### src/fbpa_pkg.sv
// fbpa_pkg: shared types and constants for the fixed block pool allocator
// no dependencies; imported by every module of the block except fbpa_ram
package fbpa_pkg;

  // operation codes carried in the op field
  localparam logic [1:0] OP_GET  = 2'd0;
  localparam logic [1:0] OP_RET  = 2'd1;
  localparam logic [1:0] OP_INIT = 2'd2;

  // register indexes on the configuration port
  localparam logic [1:0] REG_POOL_BASE   = 2'd0;
  localparam logic [1:0] REG_BLOCK_BYTES = 2'd1;
  localparam logic [1:0] REG_ALIGN_LOG2  = 2'd2;
  localparam logic [1:0] REG_BLOCK_COUNT = 2'd3;

  localparam int unsigned CFG_ADDR_W = 4;
  localparam int unsigned CFG_DATA_W = 32;

  // reset values of the registers
  localparam logic [31:0] RST_POOL_BASE   = 32'd0;
  localparam logic [15:0] RST_BLOCK_BYTES = 16'd64;
  localparam logic [3:0]  RST_ALIGN_LOG2  = 4'd3;
  localparam logic [8:0]  RST_BLOCK_COUNT = 9'd16;

  // aligned block size needs one bit more than block_bytes
  localparam int unsigned STEP_W = 17;

  typedef struct packed {
    logic [1:0]  op;
    logic [31:0] block_addr_in;
  } in_item_t;

  typedef struct packed {
    logic [31:0] block_addr_out;
    logic        ok;
    logic [8:0]  free_count;
  } out_item_t;

  typedef struct packed {
    logic [31:0] pool_base;
    logic [15:0] block_bytes;
    logic [3:0]  align_log2;
    logic [8:0]  block_count;
  } cfg_t;

  // controller to datapath
  typedef struct packed {
    logic pend_fail;   // stage a failed result with the current count
    logic pop;         // read top entry, decrement count
    logic push;        // write returned address, increment count
    logic fill_start;  // latch capacity, stride and base for a refill
    logic fill_step;   // write one refill entry
    logic fill_done;   // last refill entry: set count and pool size
    logic out_load;    // move the staged result into the output register
  } cmd_t;

  // datapath to controller
  typedef struct packed {
    logic top_zero;
    logic can_push;
    logic cap_zero;
    logic fill_last;
    logic out_free;
  } stat_t;

  // block_bytes rounded up to a multiple of 2**align_log2
  function automatic logic [STEP_W-1:0] aligned_size(input logic [15:0] bytes,
                                                     input logic [3:0]  align);
    logic [STEP_W-1:0] mask;
    mask = (STEP_W'(1) << align) - STEP_W'(1);
    return (STEP_W'(bytes) + mask) & ~mask;
  endfunction

endpackage

### src/fbpa_ctrl.sv
// fbpa_ctrl: operation sequencer for the allocator
// depends on fbpa_pkg; drives the datapath through cmd_t, watches stat_t
module fbpa_ctrl
  import fbpa_pkg::*;
(
  input  logic       clk,
  input  logic       rst_n,
  input  logic       in_valid,
  input  logic [1:0] in_op,
  output logic       in_stall,
  input  stat_t      stat,
  output cmd_t       cmd
);

  typedef enum logic [1:0] {
    S_IDLE,
    S_FILL,
    S_PEND
  } state_t;

  state_t state_r, state_nxt;

  always_ff @(posedge clk) begin
    if (!rst_n) begin
      state_r <= S_IDLE;
    end else begin
      state_r <= state_nxt;
    end
  end

  assign in_stall = (state_r != S_IDLE);

  always_comb begin
    cmd       = '0;
    state_nxt = state_r;
    case (state_r)
      S_IDLE: begin
        if (in_valid) begin
          state_nxt = S_PEND;
          case (in_op)
            OP_GET: begin
              if (stat.top_zero) cmd.pend_fail = 1'b1;
              else               cmd.pop       = 1'b1;
            end
            OP_RET: begin
              if (stat.can_push) cmd.push      = 1'b1;
              else               cmd.pend_fail = 1'b1;
            end
            OP_INIT: begin
              if (stat.cap_zero) begin
                cmd.pend_fail = 1'b1;
              end else begin
                cmd.fill_start = 1'b1;
                state_nxt      = S_FILL;
              end
            end
            default: cmd.pend_fail = 1'b1;
          endcase
        end
      end
      S_FILL: begin
        cmd.fill_step = 1'b1;
        if (stat.fill_last) begin
          cmd.fill_done = 1'b1;
          state_nxt     = S_PEND;
        end
      end
      S_PEND: begin
        if (stat.out_free) begin
          cmd.out_load = 1'b1;
          state_nxt    = S_IDLE;
        end
      end
      default: state_nxt = S_IDLE;
    endcase
  end

endmodule

### config.mk
export PLATFORM = sky130hd
export DESIGN_NAME = fbpa_ctrl
export DESIGN_NICKNAME = d
export VERILOG_FILES = /design/src/fbpa_pkg.sv /design/src/fbpa_ctrl.sv
export SDC_FILE = /design/constraint.sdc
export NUM_CORES = 1
export LEC_CHECK = 0
export BUFFER_PORTS_ARGS = -buffer_cell sky130_fd_sc_hd__buf_2
export CAP_MARGIN = 0
export CORE_AREA = 2 2 39 41
export DETAILED_ROUTE_END_ITERATION = 7
export DIE_AREA = 0 0 41 43
export GPL_ROUTABILITY_DRIVEN = 0
export GPL_TIMING_DRIVEN = 0
export PLACE_DENSITY_LB_ADDON = 0.25
export SKIP_LAST_GASP = 1
export SLEW_MARGIN = 20
export SYNTH_ARGS = -nofsm -noshare
export SYNTH_HDL_FRONTEND = slang
export SYNTH_SLANG_ARGS = --single-unit
### constraint.sdc
create_clock -name clk -period 1.1 [get_ports clk]
set_input_delay 0.22 -clock clk [delete_from_list [all_inputs] [get_ports clk]]
set_output_delay 0.22 -clock clk [all_outputs]
set_load 0.02 [all_outputs]
; ---- After elaboration in Yosys (flattened, before gate mapping)
; Index checks and enable logic that the tools add are counted.
; Widths: inputs -> output; s select.
[classes]
n_eq_ne = 7
n_mux = 22
n_reduce_logical = 4
[op_table]
columns = cell, n
row1 = $mux 1, 12
row2 = $mux 2, 6
row3 = $mux 4, 2
row4 = $ne 2x2->1 const B, 3
row5 = $pmux 2 s3, 1
row6 = $eq 2x1->1 const B, 2
row7 = $eq 2x2->1 const B, 2
row8 = $logic_not 2->1, 2
row9 = $pmux 1 s3, 1
row10 = $reduce_and 3->1, 1
row11 = $reduce_bool 2->1, 1
[totals]
output_inout_bits = 8
register_bits = 2

; ---- Logic depth before layout (Yosys ltp)
[logic_depth]
ltp_word = 4
depth_mapped = 3
mapped_depth_nobuf = 3

; ---- Least setup slack after synthesis
; Ideal clock, no wire load.
[synth_path]
kind = register to output
startpoint = register state_r[1]
endpoint = output cmd[5] (netlist bit)
required_time_ps = 880
arrival_time_ps = 1366
path_slack_ps = -486
path_stages_with_launch = 3
path_buffers = 0
path_cell_list = dfxtp_1 or3b_4 nor4_1
[synth_lines]
columns = element, line_no
row1 = from (decl), fbpa_ctrl.sv:21  ; state_t state_r, state_nxt;
row2 = from (signal assigned), fbpa_ctrl.sv:27  ; state_r <= state_nxt;
row3 = to (decl), fbpa_ctrl.sv:12  ; output cmd_t cmd

==> impl_table.tex <==
\begin{tabular}{lr}
\hline
Metric & Value \\
\hline
\multicolumn{2}{l}{\textbf{Power}} \\
\quad Static leakage & 0.177 nW \\
\quad Total power density per cell area & 933 nW/um\^{}2 \\
\quad Internal power of the cells & 0.000258 W \\
\quad Register share of total power & 22.5\% \\
\quad Clk pwr share & 44.7\% \\
\quad Combinational cell fraction of total power & 32.8\% \\
\quad Switching share of total power & 29.5\% \\
\quad IR drop worst, VDD & 0.244 mV \\
\quad P\_sw & 0.000108 W \\
\multicolumn{2}{l}{\textbf{Place}} \\
\quad Number of cells after detailed placement & 54 \\
\quad Detailed Place HPWL & 431 um \\
\quad Worst slack at placement & -312 ps \\
\quad Number of port buffers & 17 \\
\multicolumn{2}{l}{\textbf{Yosys}} \\
\quad Average instance area after synthesis & 8.10 um\^{}2 \\
\quad Library cells used by synthesis & 17 \\
\quad Number of instances in the synthesized netlist & 21 \\
\quad Dominant cell type by area after synthesis & sky130\_fd\_sc\_hd\_\_dfxtp\_1 \\
\quad Total number of yosys warnings & 0 \\
\quad Net count after synthesis & 31 \\
\quad Post-synth top area share & 23.5\% \\
\quad Top post-synthesis cells by area & sky130\_fd\_sc\_hd\_\_dfxtp\_1, sky130\_fd\_sc\_hd\_\_nor2b\_1, sky130\_fd\_sc\_hd\_\_nor3b\_1, sky130\_fd\_sc\_hd\_\_or3b\_4, sky130\_fd\_sc\_hd\_\_a311oi\_1 \\
\quad Fraction of the mapped netlist area in simple logic gates & 55.1\% \\
\quad Combinational family with the most area after synthesis & simple AND/OR/NAND/NOR gates \\
\quad Xor and xnor area share after synthesis & 0\% \\
\quad Flip-flop and latch count after synthesis & 2 \\
\quad Sequential cell area fraction in the yosys report & 23.5\% \\
\quad Compound-cell area share of the yosys netlist & 19.1\% \\
\quad Share of synthesized area spent on multiplexers & 0\% \\
\quad Synthesized area & 170 um\^{}2 \\
\quad Arithmetic-cell share of the synthesized area counting full adders, half adders and majority gates & 0\% \\
\multicolumn{2}{l}{\textbf{Layout}} \\
\quad Core Util, Final & 28.3\% \\
\quad Filler cell count & 146 \\
\quad FF+latch area & 42.5 um\^{}2 \\
\quad Most used cells in the layout excluding fill and tap cells & sky130\_fd\_sc\_hd\_\_buf\_2, sky130\_fd\_sc\_hd\_\_buf\_4, sky130\_fd\_sc\_hd\_\_buf\_6 \\
\quad Area Overhead vs Synth & 130\% \\
\quad Post-route insts no fill & 58 \\
\quad Register name with the most flops & state\_r \\
\quad Flip-flop count of the largest register, all copies and words added & 2 \\
\quad Area of combinational cells with multiple inputs & 175 um\^{}2 \\
\quad Number of inserted diodes & 0 \\
\quad Most common cell after layout, fill and taps aside & sky130\_fd\_sc\_hd\_\_buf\_2 \\
\quad Largest registers & state\_r (2) \\
\quad Share of cells above drive strength 1 & 71.4\% \\
\quad Final \#Nets & 54 \\
\multicolumn{2}{l}{\textbf{Min path}} \\
\quad Cell depth of the worst hold path & 2 \\
\quad Hold\_sp & rst\_n \\
\quad Hold/Removal Path Class & primary input to register \\
\quad Terminating pin of the worst hold path & state\_r[0] \\
\multicolumn{2}{l}{\textbf{GRT}} \\
\quad Global-route wire length before repair & 752 um \\
\quad Pin count of the biggest net entering global routing & 7 \\
\quad Via count of the first global-routing pass & 202 \\
\quad Initial antenna violation count & 0 \\
\quad Overall fraction of global-route tracks in use & 6.11\% \\
\quad Global route overflow & 0 \\
\multicolumn{2}{l}{\textbf{Floorplanning}} \\
\quad Die Area & 1760 um\^{}2 \\
\quad Chip width & 41 um \\
\quad Std cell rows & 14 \\
\quad Height of the die & 43 um \\
\quad Num ports & 18 \\
\quad Initial Util & 12.3\% \\
\quad Standard cell core area & 1380 um\^{}2 \\
\multicolumn{2}{l}{\textbf{STA}} \\
\quad Clock Skews & 7.17 ps \\
\quad Final worst setup slack & -506 ps \\
\quad Number of setup violations in the final report & 8 \\
\quad Pin slew with the least headroom to its limit & 360 ps \\
\quad Time the final worst path needs with I/O delays and setup & 1610 ps \\
\quad Worst slew margin relative to its limit & 75.9\% \\
\quad Unrepaired setup endpoints after global routing & true \\
\quad Timing-limited maximum frequency & 623 MHz \\
\quad Count of pins over their slew limit & 0 \\
\quad Tcrit/Tclk final & 146\% \\
\quad Final hold violation count & 0 \\
\multicolumn{2}{l}{\textbf{Drt}} \\
\quad First drt pass iteration count & 2 \\
\quad Vias per cell & 4.05 \\
\quad Number of vias after detailed routing & 235 \\
\quad Initial detailed-routing violation count & 1 \\
\quad WL per Instance & 9.00 um \\
\quad Final antenna-violating net count & 0 \\
\quad Total DRC errors in the routed layout & 0 \\
\quad DRT Wirelength & 522 um \\
\multicolumn{2}{l}{\textbf{Clocking}} \\
\quad Clock latency reported for the late side of the worst-skew pair & 230 ps \\
\quad Total number of clock tree sinks & 2 \\
\quad Root cell of the clock tree & sky130\_fd\_sc\_hd\_\_clkbuf\_4 \\
\quad H-Tree Level Count & 1 \\
\quad Clock tree from TritonCTS & yes \\
\quad Post-CTS clock slew at the launch and capture registers of the worst setup and hold paths & 30 ps \\
\quad Total CTS buffers & 3 \\
\quad Number of buffers on the longest clock path & 2 \\
\multicolumn{2}{l}{\textbf{Worst setup path}} \\
\quad Category of the critical setup timing path & register to output port \\
\quad Path depth of the worst reg2reg path & 3 \\
\quad Arrival time of the worst setup path & 1390 ps \\
\quad Worst setup startpoint & state\_r[0] \\
\quad Worst reg2reg endpoint & state\_r[0] \\
\quad Worst R2R Setup Slack & -30 ps \\
\quad FF-to-FF Start & state\_r[0] \\
\quad Crit start category & register \\
\quad Required time worst endpoint & 880 ps \\
\quad CP max FO & 5 \\
\quad Category of the worst setup path capture point & output port \\
\multicolumn{2}{l}{\textbf{Job}} \\
\quad Count of maximum capacitance violations & 0 \\
\multicolumn{2}{l}{\textbf{Outcome}} \\
\quad Violated checks & negative setup slack \\
\quad Outcome & complete, but fails checks \\
\hline
\end{tabular}
==> stage by stage <==
step	power, W	setup TNS [ps]	hold WS (ps)	cell area [um^2]
after floorplan	0.000144	-814	337	220
after global placement	0.000189	-1120	458	325
after detailed placement	0.000187	-1090	449	325
after CTS	0.000374	-2150	215	380
after global routing	0.000390	-2680	245	392
final	0.000366	-2150	221	392
==> timing repair <==
item / CTS / global route
endpoints found under the setup margin: 10 / 10
hold buffers: 0 / 0
pin swaps: 2 / 2
buffers inserted: 0 / 1
resized for setup: 12 / 1
==> per-layer routing <==
layer  GRT usage (%)  vias up  part of all wire [%]
met5               0        -                     0
met4            2.00        0                     0
met3            3.14        0                    19
met2            8.75       18                    36
met1            7.67       96                    44
li1                -      121                     -
==> area by class of cell <==
type / count / area share, %
Timing Repair Buffer: 18 / 32.6
Tap cell: 16 / 5.11
Multi-Input combinational cell: 18 / 44.7
Clock buffer: 3 / 5.75
Inverter: 1 / 0.958
Sequential cell: 2 / 10.9
==> worst max-delay path by stage <==
stage                         to
after global placement    cmd[6]
after floorplan           cmd[6]
after CTS                 cmd[6]
after detailed placement  cmd[6]
after global routing      cmd[6]
final                     cmd[6]
==> power groups by stage <==
| stage | combinational (W) | sequential (W) | clock [W] |
|---|---|---|---|
| after floorplan | 0.0000623 | 0.0000815 | 0 |
| after global placement | 0.000106 | 0.0000828 | 0 |
| after CTS | 0.000118 | 0.0000823 | 0.000174 |
| after detailed placement | 0.000104 | 0.0000831 | 0 |
| after global routing | 0.000130 | 0.0000831 | 0.000177 |
| final | 0.000120 | 0.0000822 | 0.000164 |
==> synth_stat cells <==
cell / number
sky130_fd_sc_hd__a211oi_1: 1
sky130_fd_sc_hd__a311oi_1: 1
sky130_fd_sc_hd__and2_1: 1
sky130_fd_sc_hd__and3b_1: 1
sky130_fd_sc_hd__dfxtp_1: 2
sky130_fd_sc_hd__inv_1: 1
sky130_fd_sc_hd__nand2_1: 1
sky130_fd_sc_hd__nor2_1: 1
sky130_fd_sc_hd__nor2b_1: 3
sky130_fd_sc_hd__nor2b_2: 1
sky130_fd_sc_hd__nor3_1: 1
sky130_fd_sc_hd__nor3b_1: 2
sky130_fd_sc_hd__nor4_1: 1
sky130_fd_sc_hd__o21a_1: 1
sky130_fd_sc_hd__o31a_1: 1
sky130_fd_sc_hd__or2_1: 1
sky130_fd_sc_hd__or3b_4: 1
==> cells by family after synthesis <==
kind of cell / after synthesis
compound gates: 4
buf+inv: 1
flops: 2
simple gates: 14
==> critical path, cell delays in order (launching register included) <==
cell and delay [ps]:
sky130_fd_sc_hd__dfxtp_2 320, sky130_fd_sc_hd__or3b_4 460, sky130_fd_sc_hd__a311oi_4 230, sky130_fd_sc_hd__buf_6 150
Power figures use the tool's default switching activity.
