==> src/fbpa_pkg.sv <==
// fbpa_pkg: shared types and constants for the fixed block pool allocator
// no dependencies; imported by every module of the block except fbpa_ram
package fbpa_pkg;

  // operation codes carried in the op field
  localparam logic [1:0] OP_GET  = 2'd0;
  localparam logic [1:0] OP_RET  = 2'd1;
  localparam logic [1:0] OP_INIT = 2'd2;

  // register indexes on the configuration port
  localparam logic [1:0] REG_POOL_BASE   = 2'd0;
  localparam logic [1:0] REG_BLOCK_BYTES = 2'd1;
  localparam logic [1:0] REG_ALIGN_LOG2  = 2'd2;
  localparam logic [1:0] REG_BLOCK_COUNT = 2'd3;

  localparam int unsigned CFG_ADDR_W = 4;
  localparam int unsigned CFG_DATA_W = 32;

  // reset values of the registers
  localparam logic [31:0] RST_POOL_BASE   = 32'd0;
  localparam logic [15:0] RST_BLOCK_BYTES = 16'd64;
  localparam logic [3:0]  RST_ALIGN_LOG2  = 4'd3;
  localparam logic [8:0]  RST_BLOCK_COUNT = 9'd16;

  // aligned block size needs one bit more than block_bytes
  localparam int unsigned STEP_W = 17;

  typedef struct packed {
    logic [1:0]  op;
    logic [31:0] block_addr_in;
  } in_item_t;

  typedef struct packed {
    logic [31:0] block_addr_out;
    logic        ok;
    logic [8:0]  free_count;
  } out_item_t;

  typedef struct packed {
    logic [31:0] pool_base;
    logic [15:0] block_bytes;
    logic [3:0]  align_log2;
    logic [8:0]  block_count;
  } cfg_t;

  // controller to datapath
  typedef struct packed {
    logic pend_fail;   // stage a failed result with the current count
    logic pop;         // read top entry, decrement count
    logic push;        // write returned address, increment count
    logic fill_start;  // latch capacity, stride and base for a refill
    logic fill_step;   // write one refill entry
    logic fill_done;   // last refill entry: set count and pool size
    logic out_load;    // move the staged result into the output register
  } cmd_t;

  // datapath to controller
  typedef struct packed {
    logic top_zero;
    logic can_push;
    logic cap_zero;
    logic fill_last;
    logic out_free;
  } stat_t;

  // block_bytes rounded up to a multiple of 2**align_log2
  function automatic logic [STEP_W-1:0] aligned_size(input logic [15:0] bytes,
                                                     input logic [3:0]  align);
    logic [STEP_W-1:0] mask;
    mask = (STEP_W'(1) << align) - STEP_W'(1);
    return (STEP_W'(bytes) + mask) & ~mask;
  endfunction

endpackage

==> src/fbpa_regs.sv <==
// fbpa_regs: configuration register file behind the apb-style port
// depends on fbpa_pkg
module fbpa_regs
  import fbpa_pkg::*;
(
  input  logic                  clk,
  input  logic                  rst_n,
  input  logic                  cfg_psel,
  input  logic                  cfg_penable,
  input  logic                  cfg_pwrite,
  input  logic [CFG_ADDR_W-1:0] cfg_paddr,
  input  logic [CFG_DATA_W-1:0] cfg_pwdata,
  output logic [CFG_DATA_W-1:0] cfg_prdata,
  output logic                  cfg_pready,
  output cfg_t                  cfg
);

  cfg_t       cfg_r;
  logic       wr_en;
  logic [1:0] idx;

  assign cfg_pready = 1'b1;
  assign idx        = cfg_paddr[3:2];
  assign wr_en      = cfg_psel & cfg_penable & cfg_pwrite;

  always_ff @(posedge clk) begin
    if (!rst_n) begin
      cfg_r.pool_base   <= RST_POOL_BASE;
      cfg_r.block_bytes <= RST_BLOCK_BYTES;
      cfg_r.align_log2  <= RST_ALIGN_LOG2;
      cfg_r.block_count <= RST_BLOCK_COUNT;
    end else if (wr_en) begin
      case (idx)
        REG_POOL_BASE:   cfg_r.pool_base   <= cfg_pwdata;
        REG_BLOCK_BYTES: cfg_r.block_bytes <= cfg_pwdata[15:0];
        REG_ALIGN_LOG2:  cfg_r.align_log2  <= cfg_pwdata[3:0];
        REG_BLOCK_COUNT: cfg_r.block_count <= cfg_pwdata[8:0];
        default: ;
      endcase
    end
  end

  always_comb begin
    case (idx)
      REG_POOL_BASE:   cfg_prdata = cfg_r.pool_base;
      REG_BLOCK_BYTES: cfg_prdata = CFG_DATA_W'(cfg_r.block_bytes);
      REG_ALIGN_LOG2:  cfg_prdata = CFG_DATA_W'(cfg_r.align_log2);
      REG_BLOCK_COUNT: cfg_prdata = CFG_DATA_W'(cfg_r.block_count);
      default:         cfg_prdata = '0;
    endcase
  end

  assign cfg = cfg_r;

endmodule

==> config.mk <==
export PLATFORM = sky130hd
export DESIGN_NAME = fbpa_regs
export DESIGN_NICKNAME = d
export VERILOG_FILES = /design/src/fbpa_pkg.sv /design/src/fbpa_regs.sv
export SDC_FILE = /design/constraint.sdc
export NUM_CORES = 1
export LEC_CHECK = 0
export ABC_AREA = 1
export BUFFER_PORTS_ARGS = -buffer_cell sky130_fd_sc_hd__buf_2
export CAP_MARGIN = 20
export CORE_ASPECT_RATIO = 1.75
export CORE_UTILIZATION = 30
export CTS_BUF_LIST = sky130_fd_sc_hd__clkbuf_4
export DETAILED_ROUTE_END_ITERATION = 12
export GPL_TIMING_DRIVEN = 0
export PLACE_DENSITY = 0.65
export SLEW_MARGIN = 20
export SYNTH_ARGS = -nofsm -noshare
export SYNTH_HDL_FRONTEND = slang
export SYNTH_SLANG_ARGS = --single-unit
==> constraint.sdc <==
create_clock -name clk -period 1.02 [get_ports clk]
set_input_delay 0.204 -clock clk [delete_from_list [all_inputs] [get_ports clk]]
set_output_delay 0.204 -clock clk [all_outputs]
set_load 0.03 [all_outputs]
Word-level counts from Yosys, hierarchy flattened
Index checks and enable logic that the tools add are counted. W data, S select, Z words.

Flip-flop bits (word level): 61. Bits in latches: 0. Memory bits (writable): 0. Memory bits (read-only): 0. Input bits: 41. Word-level logic and storage cells: 15. Memories: 0.

Add/sub/neg operators: 0. $mul: 0. Divide/modulo/power cells: 0. Magnitude comparators: 0. Equality and inequality tests: 3. Shift operators: 0. Multiplexer cells: 1. Bitwise operators: 2. Reductions and logical operators: 5.

Operators by type and width (number): $pmux W32 S4 (1); $reduce_and A2 Y1 (4); $eq A2 B2 Y1 const B (2); $and A1 B1 Y1 (2); $eq A2 B1 Y1 const B (1); $logic_not A2 Y1 (1).

Longest topological paths before layout
Gate-level depths: netlist (run 1).

Depth after elaboration: 3. Gate-level depth with buffers: 7.

Least setup slack after synthesis (run 1)
OpenSTA, ideal clock, no wires.

Kind: input -> output. From: in cfg_paddr[3]. To: out cfg_prdata[10]. Arrival time: 1.039 ns. Required time: 0.816 ns. Path slack: -0.223 ns. Stages on the path: 4. Path buffers: 2. Cells stage by stage: nor2_1 buf_2 buf_2 a22o_1.

Cells in the longest elaborated chain, start to end: 2. Elaborated cells on any way between the ends: 5.

RTL lines: start: declaration (line fbpa_regs.sv:11) `input logic [CFG_ADDR_W-1:0] cfg_paddr,`; $eq A2 B2 Y1, or another cell as far along (line fbpa_regs.sv:44) `case (idx)`; $pmux W32 S4 (*) (line fbpa_regs.sv:44); end: declaration (line fbpa_regs.sv:13) `output logic [CFG_DATA_W-1:0] cfg_prdata,`.

Every way passes the cells marked *; elsewhere a longest branch is shown, timed or not.

Worst setup path after layout (run 1)
From: reg cfg_r, in the netlist cfg[42]. To: out cfg_prdata[13].

Cells in the longest elaborated chain, start to end: 1.

RTL lines: start: declaration (line fbpa_regs.sv:18) `cfg_t cfg_r;`; $pmux W32 S4 (line fbpa_regs.sv:44).

Every way passes these cells.

==> results_dict.tcl, run 1 <==
set metrics [dict create \
    worstMarginPinSlew_ns 0.582 \
    wl_per_cell_um 14.4 \
    cts_sinks 61 \
    grt_pass1_vias 3441 \
    skew_ns 0 \
    setup_tns_ns -19.63 \
    die_w_um 76.6 \
    synth_seq_cells 61 \
    synthesis.area_um2 2920 \
    postLayoutCoreUtil_pct 55.8 \
    arrival_ns 1.18 \
    fin_ws_ns -0.363 \
    final_common_cell "buf_6" \
    status "finished, violations left" \
    fin_cells 767 \
    synth_cells 460 \
    cts_root_buf "clkbuf_4" \
    clk_pin_slew_ns 0.11 \
    period_minus_slack_ns 1.38 \
    end_kind "primary output" \
    gp_congestion 0.804 \
    std_cell_rows 47 \
    hold_viol_final 0 \
    insertion_delay_ns 0.44 \
    drive_above_1_share_pct 51.6 \
    syn_nets 501 \
    post-place-cells 712 \
    fin_hold_ws_ns 0.00329 \
    syn_avg_cell_area_um2 6.35 \
    mostFrequentLayoutCells "buf_6 (123), nor2_1 (115), nand2_1 (82)" \
    p_leak_nw 2.49 \
    min_period_over_period_pct 136 \
    design_area_um2 5280 \
    dr.pass1.iters 4 \
    coreArea_um2 9470 \
    power_density_nw_per_um2 932 \
    io_buffers 130 \
    violations "negative setup slack" \
    synth.distinct_cells 19 \
    grt_pass1_wl_um 17300 \
    nNetsFinal 680 \
    place_area_um2 4020 \
    hpwl_um 7490 \
    viasPerCell 4.56 \
    slew_headroom_pct 61.2 \
    drt_iter0_drc 150 \
    drc 0 \
    slew_viol_final 0 \
    setup_viol 93 \
    start_kind "flop" \
    fmax_ghz 0.723 \
    cts_buffers 9 \
    die_area_um2 10100 \
    grt_max_degree 11 \
    hp-class "input pin to flop" \
    num_io_pins 135 \
    dr_total_vias 3501 \
    ant_nets 0 \
    die_y_um 132 \
    critPathKind "flop to primary output" \
    h-tree-depth 3 \
    rsz0062_at_grt "true" \
    dp_slack_ns -0.545 \
    vdd_drop_max_mv 0.532 \
    critPathMaxFanout 2 \
    initial_utilization_pct 30.8 \
    max_cap_violations 0 \
    area_growth_pct 80.9 \
    grtUsageTotal_pct 22.2 \
    synth_warnings 0 \
    yosysSeqAreaShare_pct 41.8 \
    clockBufferDepth 2 \
    antenna_found_initial 1 \
    cts_tree "done" \
    routed_wl_um 11000 \
    overflow 0 \
    largest_reg_flops 61 \
    total_power_mw 4.92 \
    cp.required_ns 0.82 \
]
worst max-delay path, cell delays in order, from the launching register on:
cell	delay [ns]
dfxtp_2	0.35
a22o_4	0.24
buf_6	0.13
Yosys cell counts:
cell type	instances	area [um2]
a22o_1	7	61.3
buf_2	12	60.1
conb_1	1	3.75
nand2_1	99	372
inv_1	50	188
dfxtp_1	61	1220
inv_2	1	3.75
nand3_2	1	10.0
nand2_2	1	6.26
buf_1	4	15.0
nor2_2	2	12.5
nand4_1	4	25.0
clkinv_1	1	3.75
buf_4	7	52.6
nor2_4	2	22.5
o21ai_0	2	10.0
nand3_1	66	330
clkbuf_1	5	18.8
nor2_1	134	503
power breakdown:
group | switching [mW] | internal, mW | leakage (nW) | total [mW]
logic | 0.619 | 0.433 | 1.91 | 1.05
registers | 0.0583 | 2.41 | 0.524 | 2.47
clock network | 0.940 | 0.457 | 0.0557 | 1.40
total | 1.62 | 3.30 | 2.49 | 4.92
logic make-up (layout without fill, tap and decap cells):
group | count (synthesis) | in the layout | share of synthesized area (%)
flops | 61 | 61 | 41.8
simple gates | 309 | 309 | 43.9
compound gates | 9 | 9 | 2.44
other cells | 1 | 2 | 0.128
buf+inv | 80 | 264 | 11.7
worst paths after layout:
check / from / end / slack (ns) / depth (start not counted)
setup reg to reg: cfg[40] / cfg[40] / 0.22 / 4
hold reg to reg: cfg[27] / cfg[27] / 0.50 / 2
setup / recovery: cfg[42] / cfg_prdata[13] / -0.36 / 2
hold / removal: cfg_pwdata[0] / cfg[9] / 0.003 / 3
layer usage:
layer	wire, um	track usage (%)
met1	4000	23.6
met2	6050	40.0
met3	530	4.00
met4	432	13.9
met5	0	0
repair_timing:
item,4_1_cts,5_1_grt
endpoints found under the setup margin,93,99
setup buffers,14,22
resized for setup,271,38
gates cloned,1,0
endpoints found under the hold margin,2,0
hold buffers,2,0
pin swaps,42,14
cell type report:
class | count | area [um2]
tap | 122 | 153
inverter | 52 | 206
timing repair buffer | 168 | 1650
buffer | 28 | 200
clock inverter | 7 | 32.5
multi-input combinational | 319 | 1640
clock buffer | 9 | 67.6
antenna | 1 | 2.50
sequential | 61 | 1330
fill | 869 | 4190
(Power assumes the default switching activity.)
==> run 2, diff against run 1 <==
--- a/config.mk
+++ b/config.mk
@@ -5,7 +5,6 @@
 export SDC_FILE = /design/constraint.sdc
 export NUM_CORES = 1
 export LEC_CHECK = 0
-export ABC_AREA = 1
 export BUFFER_PORTS_ARGS = -buffer_cell sky130_fd_sc_hd__buf_2
 export CAP_MARGIN = 20
 export CORE_ASPECT_RATIO = 1.75
==> run 2 against run 1 <==
  * The flow still finishes with violations (negative setup slack)
  * Fmax shrank 14%
  * Cell area down 0.14%
  * Final cell count decreased by 17%
  * Sequential share of layout area is essentially flat
  * Critical path depth did not move
  * Flip-flop and latch count stayed put
  * Power decreased by 6.1%
  * First-iteration DRC count fell by 36%
  * Worst hold slack improved by 0.016 ns
  * Critical path type unchanged
==> results_dict.tcl, run 2 <==
set metrics [dict create \
    pwr-share-seq_pct 52.3 \
    netlist_top_cells_count "nand2_1 (94), mux2i_1 (72), dfxtp_1 (61), and2_1 (17), clkbuf_1 (9)" \
    violations "negative setup slack" \
    fin_ws_ns -0.580 \
    postLayoutCoreUtil_pct 57.6 \
    whs_endpoint "cfg[50]" \
    num_io_pins 135 \
    wl_per_cell_um 16.5 \
    syn_nets 340 \
    place_area_um2 3830 \
    r2r_cells 4 \
    min_period_over_period_pct 157 \
    setup_tns_ns -18.44 \
    fmax_ghz 0.625 \
    nNetsFinal 548 \
    syn_avg_cell_area_um2 9.56 \
    clkPwrFrac_pct 30.5 \
    drc 0 \
    slew_headroom_pct 58.2 \
    cts_buffers 9 \
    yosysMostFrequentCell "nand2_1" \
    end_kind "primary output" \
    clk_pin_slew_ns 0.10 \
    start_kind "flop" \
    async_reset_ff_share_pct 0 \
    rsz0062_at_grt "true" \
    coreArea_um2 9150 \
    synth_top_area_share_pct 42.7 \
    arrival_ns 1.40 \
    r2r-start "cfg[26]" \
    synth.area.top_cells "dfxtp_1 (43%), mux2i_1 (25%), nand2_1 (12%)" \
    overflow 0 \
    grtUsageTotal_pct 21.3 \
    vdd_drop_max_mv 0.531 \
    min_from "cfg_pwdata[21]" \
    hold_viol_final 0 \
    synth_top_area_cell "dfxtp_1" \
    synth_seq_cells 61 \
    synth_warnings 0 \
    gp_congestion 0.751 \
    design_area_um2 5270 \
    setup_viol 93 \
    hpwl_um 6370 \
    p_int_mw 3.32 \
    area_growth_pct 84.5 \
    power_density_nw_per_um2 876 \
    status "finished, violations left" \
    slew_viol_final 0 \
    sw_frac_of_total_pct 28.2 \
    multi_input_area_um2 1560 \
    drive_above_1_share_pct 62.7 \
    combPwrFrac_pct 17.2 \
    fillers 776 \
    h-tree-depth 3 \
    synth_flop_cell "dfxtp_1" \
    insertion_delay_ns 0.42 \
    cts_sinks 61 \
    synthesis.area_um2 2860 \
    critPathMaxFanout 2 \
    mostFrequentLayoutCells "buf_6 (132), nand2_1 (94), mux2i_1 (70)" \
    io_buffers 130 \
    dr.pass1.iters 4 \
    synth_cells 299 \
    p_switching_mw 1.30 \
    std_cell_rows 46 \
    drt-met1-wl_um 3700 \
    final_common_cell "buf_6" \
    synth.distinct_cells 23 \
    initial_utilization_pct 31.2 \
    p_leak_nw 2.29 \
    dr_total_vias 3004 \
    hold_path_depth 3 \
    worstMarginPinSlew_ns 0.626 \
    die_y_um 131 \
    largest_reg_flops 61 \
    clockBufferDepth 2 \
    dr.max_layer_used "met4" \
    cts_root_buf "clkbuf_4" \
    wl_met2_um 5870 \
    max_cap_violations 0 \
    critPathKind "flop to primary output" \
    period_minus_slack_ns 1.60 \
    fin_hold_ws_ns 0.0190 \
    grt_max_degree 11 \
    antenna_found_initial 1 \
    die_w_um 75.8 \
    die_area_um2 9940 \
    drt_iter0_drc 96 \
    viasPerCell 4.75 \
    met3WireLength_um 457 \
    grt_pass1_vias 3112 \
    hp-class "input pin to flop" \
    synth_edf_count 0 \
    cp.required_ns 0.82 \
    ant_nets 0 \
    r2r_slack_ns 0.18 \
    skew_ns 0 \
    yosysSeqAreaShare_pct 42.7 \
    r2r_end "cfg[26]" \
    routed_wl_um 10500 \
    cts_tree "done" \
    regArea_um2 1330 \
    grt_pass1_wl_um 15600 \
]
-- run 2: layout make-up --
| cell class | count | share of cell area [%] |
|---|---|---|
| diodes | 1 | 0.0474 |
| plain buffers | 22 | 3.61 |
| clock buffers | 12 | 1.71 |
| clock inverters | 4 | 0.285 |
| inverters | 1 | 0.0712 |
| multi-input cells | 215 | 29.7 |
| flip-flops and latches | 61 | 25.2 |
| well taps | 120 | 2.85 |
| repair buffers | 197 | 36.6 |
-- run 2: critical path, cell delays in order (launching register included) --
cell and delay [ns]:
dfxtp_4 0.35, mux4_2 0.48, buf_6 0.16
-- run 2: how the worst max path moves through the flow --
stage                      start              to  slack, ns  cells after the start
global route             cfg[29]   cfg_prdata[0]      -0.62                      2
finish                    cfg[3]   cfg_prdata[3]      -0.58                      2
global placement    cfg_paddr[3]   cfg_prdata[6]      -0.45                      6
CTS                       cfg[0]   cfg_prdata[0]      -0.60                      2
floorplan                 cfg[0]   cfg_prdata[0]      -0.13                      1
detailed placement  cfg_paddr[2]  cfg_prdata[27]      -0.44                      6
-- run 2: stage by stage --
| stage | cells | worst slack (ns) | power (mW) |
|---|---|---|---|
| 3_3_place_gp | 549 | -0.448 | 3.06 |
| 5_1_grt | 633 | -0.624 | 4.83 |
| 2_1_floorplan | 299 | -0.125 | 2.85 |
| 6_report | 633 | -0.580 | 4.62 |
| 4_1_cts | 615 | -0.602 | 4.63 |
| 3_5_place_dp | 549 | -0.444 | 3.07 |
-- run 2: timing repair --
item | 4_1_cts | 5_1_grt
buffers inserted | 40 | 27
hold endpoints to repair | 8 | 0
gates resized for setup | 246 | 31
pin swaps | 18 | 13
gates cloned | 2 | 0
hold buffers | 8 | 0
setup endpoints to repair | 93 | 100
-- run 2: layer usage --
metal	global-route usage, %	up-vias
met3	4.68	29
met4	11.1	0
met2	39.5	111
li1	-	1409
met1	20.6	1455
met5	0	-
-- run 2: power groups by stage --
stage / Clock (mW) / Combinational, mW / Sequential [mW]
final: 1.41 / 0.796 / 2.42
after global routing: 1.56 / 0.844 / 2.42
after CTS: 1.44 / 0.767 / 2.42
after detailed placement: 0 / 0.596 / 2.48
after global placement: 0 / 0.589 / 2.47
after floorplan: 0 / 0.318 / 2.53
-- run 2: kinds of logic after synthesis --
family | Yosys count | share of synthesized area [%]
flops | 61 | 42.7
compound gates | 7 | 1.36
simple gates | 131 | 21.7
mux | 76 | 28.4
other cells | 1 | 0.131
buf+inv | 23 | 5.73
==> run 3, diff against run 2 <==
--- a/config.mk
+++ b/config.mk
@@ -12,7 +12,6 @@
 export CTS_BUF_LIST = sky130_fd_sc_hd__clkbuf_4
 export DETAILED_ROUTE_END_ITERATION = 12
 export GPL_TIMING_DRIVEN = 0
-export PLACE_DENSITY = 0.65
 export SLEW_MARGIN = 20
 export SYNTH_ARGS = -nofsm -noshare
 export SYNTH_HDL_FRONTEND = slang
==> run 3 against run 2 <==
  * The flow still finishes with violations (negative setup slack)
  * Flip-flop and latch count unchanged
  * Sequential power about the same
  * Global-route usage up 0.10 points
  * Non-clock buffer count up 2
  * Final cell count up 0.32%
  * Count of clock-buffer cells in the layout down 2
  * Critical path type unchanged
==> results_dict.tcl, run 3 (synthesis gave the netlist of run 2 again) <==
set metrics [dict create \
    r2r_cells 5 \
    min_from "cfg_pwdata[29]" \
    overflow 0 \
    dp_slack_ns -0.446 \
    cts_sinks 61 \
    antenna_found_initial 1 \
    io_buffers 130 \
    grtUsageTotal_pct 21.5 \
    drc 0 \
    arrival_ns 1.40 \
    period_minus_slack_ns 1.61 \
    h-tree-depth 3 \
    dr.pass1.iters 4 \
    cts_buffers 9 \
    fin_ws_ns -0.589 \
    slew_headroom_pct 58.6 \
    initial_utilization_pct 31.2 \
    r2r_end "cfg[20]" \
    critPathKind "flop to primary output" \
    vdd_drop_max_mv 0.739 \
    start_kind "flop" \
    insertion_delay_ns 0.41 \
    clockBufferDepth 2 \
    end_kind "primary output" \
    slew_viol_final 0 \
    area_growth_pct 86.6 \
    die_w_um 75.8 \
    die_y_um 131 \
    power_density_nw_per_um2 917 \
    max_cap_violations 0 \
    clk_pin_slew_ns 0.11 \
    mostFrequentLayoutCells "buf_6 (132), nand2_1 (94), mux2i_1 (68)" \
    viasPerCell 4.59 \
    min_period_over_period_pct 158 \
    r2r-start "cfg[20]" \
    coreArea_um2 9150 \
    drt_iter0_drc 85 \
    p_leak_nw 2.30 \
    routed_wl_um 10300 \
    gp_congestion 0.737 \
    grt_max_degree 11 \
    cp.required_ns 0.82 \
    rsz0062_at_grt "true" \
    cts_tree "done" \
    r2r_slack_ns 0.08 \
    nNetsFinal 550 \
    status "finished, violations left" \
    hold_viol_final 0 \
    violations "negative setup slack" \
    skew_ns 0 \
    hpwl_um 6370 \
    whs_endpoint "cfg[58]" \
    hp-class "input pin to flop" \
    setup_viol 93 \
    drive_above_1_share_pct 62.5 \
    critPathMaxFanout 2 \
    fillers 743 \
    place_area_um2 3830 \
    design_area_um2 5340 \
    wl_per_cell_um 16.3 \
    die_area_um2 9940 \
    num_io_pins 135 \
    final_common_cell "buf_6" \
    grt_pass1_wl_um 15700 \
    std_cell_rows 46 \
    dr_total_vias 2915 \
    hold_path_depth 3 \
    cts_root_buf "clkbuf_4" \
    fmax_ghz 0.622 \
    grt_pass1_vias 3043 \
    ant_nets 0 \
    largest_reg_flops 61 \
    worstMarginPinSlew_ns 0.621 \
]
==> run 3: area by class of cell <==
class	count	area, um2	area share (%)
diodes	1	2.50	0.0469
plain buffers	22	194	3.64
clock buffers	10	75.1	1.41
clock inverters	6	53.8	1.01
inverters	1	3.75	0.0704
multi-input cells	215	1580	29.6
flip-flops and latches	61	1330	24.8
well taps	120	150	2.81
repair buffers	199	1950	36.6
==> run 3: repair_timing <==
item	4_1_cts	5_1_grt
cloned	2	0
hold buffers	14	0
pin swaps	14	5
setup endpoints to repair	93	94
hold endpoints to repair	14	0
gates resized for setup	240	29
buffers inserted	31	24
==> run 3: critical path, cell delays in order, from the launching register on <==
cell	delay (ns)
dfxtp_4	0.37
mux4_2	0.47
buf_6	0.15
==> run 3: per-layer routing <==
layer | global-route usage (%) | wire [um]
met5 | 0 | 0
met4 | 11.6 | 356
met3 | 3.53 | 420
met2 | 39.1 | 5820
met1 | 21.8 | 3740
==> run 3: stage by stage <==
stage          total power, mW  utilization [%]  setup TNS, ns  instances  hold slack, ns
2_1_floorplan             2.85                -          -2.99        299           0.346
3_5_place_dp              3.07             41.8         -29.33        549           0.456
6_report                  4.89             58.3         -18.31        635          0.0412
3_3_place_gp              3.06             41.8         -27.65        549           0.446
5_1_grt                   5.11             58.3         -23.51        635         0.00499
4_1_cts                   4.90             55.5         -20.10        612         0.00488
==> run 3: where the power goes <==
group	total [mW]	switching, mW	internal, mW
combinational	0.803	0.420	0.383
sequential	2.42	0.0298	2.39
clock	1.67	0.919	0.751
total	4.89	1.37	3.52
==> run 3: worst max-delay path by stage <==
stage	end	from	slack, ns	cells past startpoint
2_1_floorplan	cfg_prdata[0]	cfg[0]	-0.13	1
3_3_place_gp	cfg_prdata[8]	cfg_paddr[2]	-0.41	6
3_5_place_dp	cfg_prdata[7]	cfg_paddr[2]	-0.45	6
4_1_cts	cfg_prdata[3]	cfg[3]	-0.61	2
5_1_grt	cfg_prdata[2]	cfg[2]	-0.64	2
6_report	cfg_prdata[0]	cfg[0]	-0.59	2
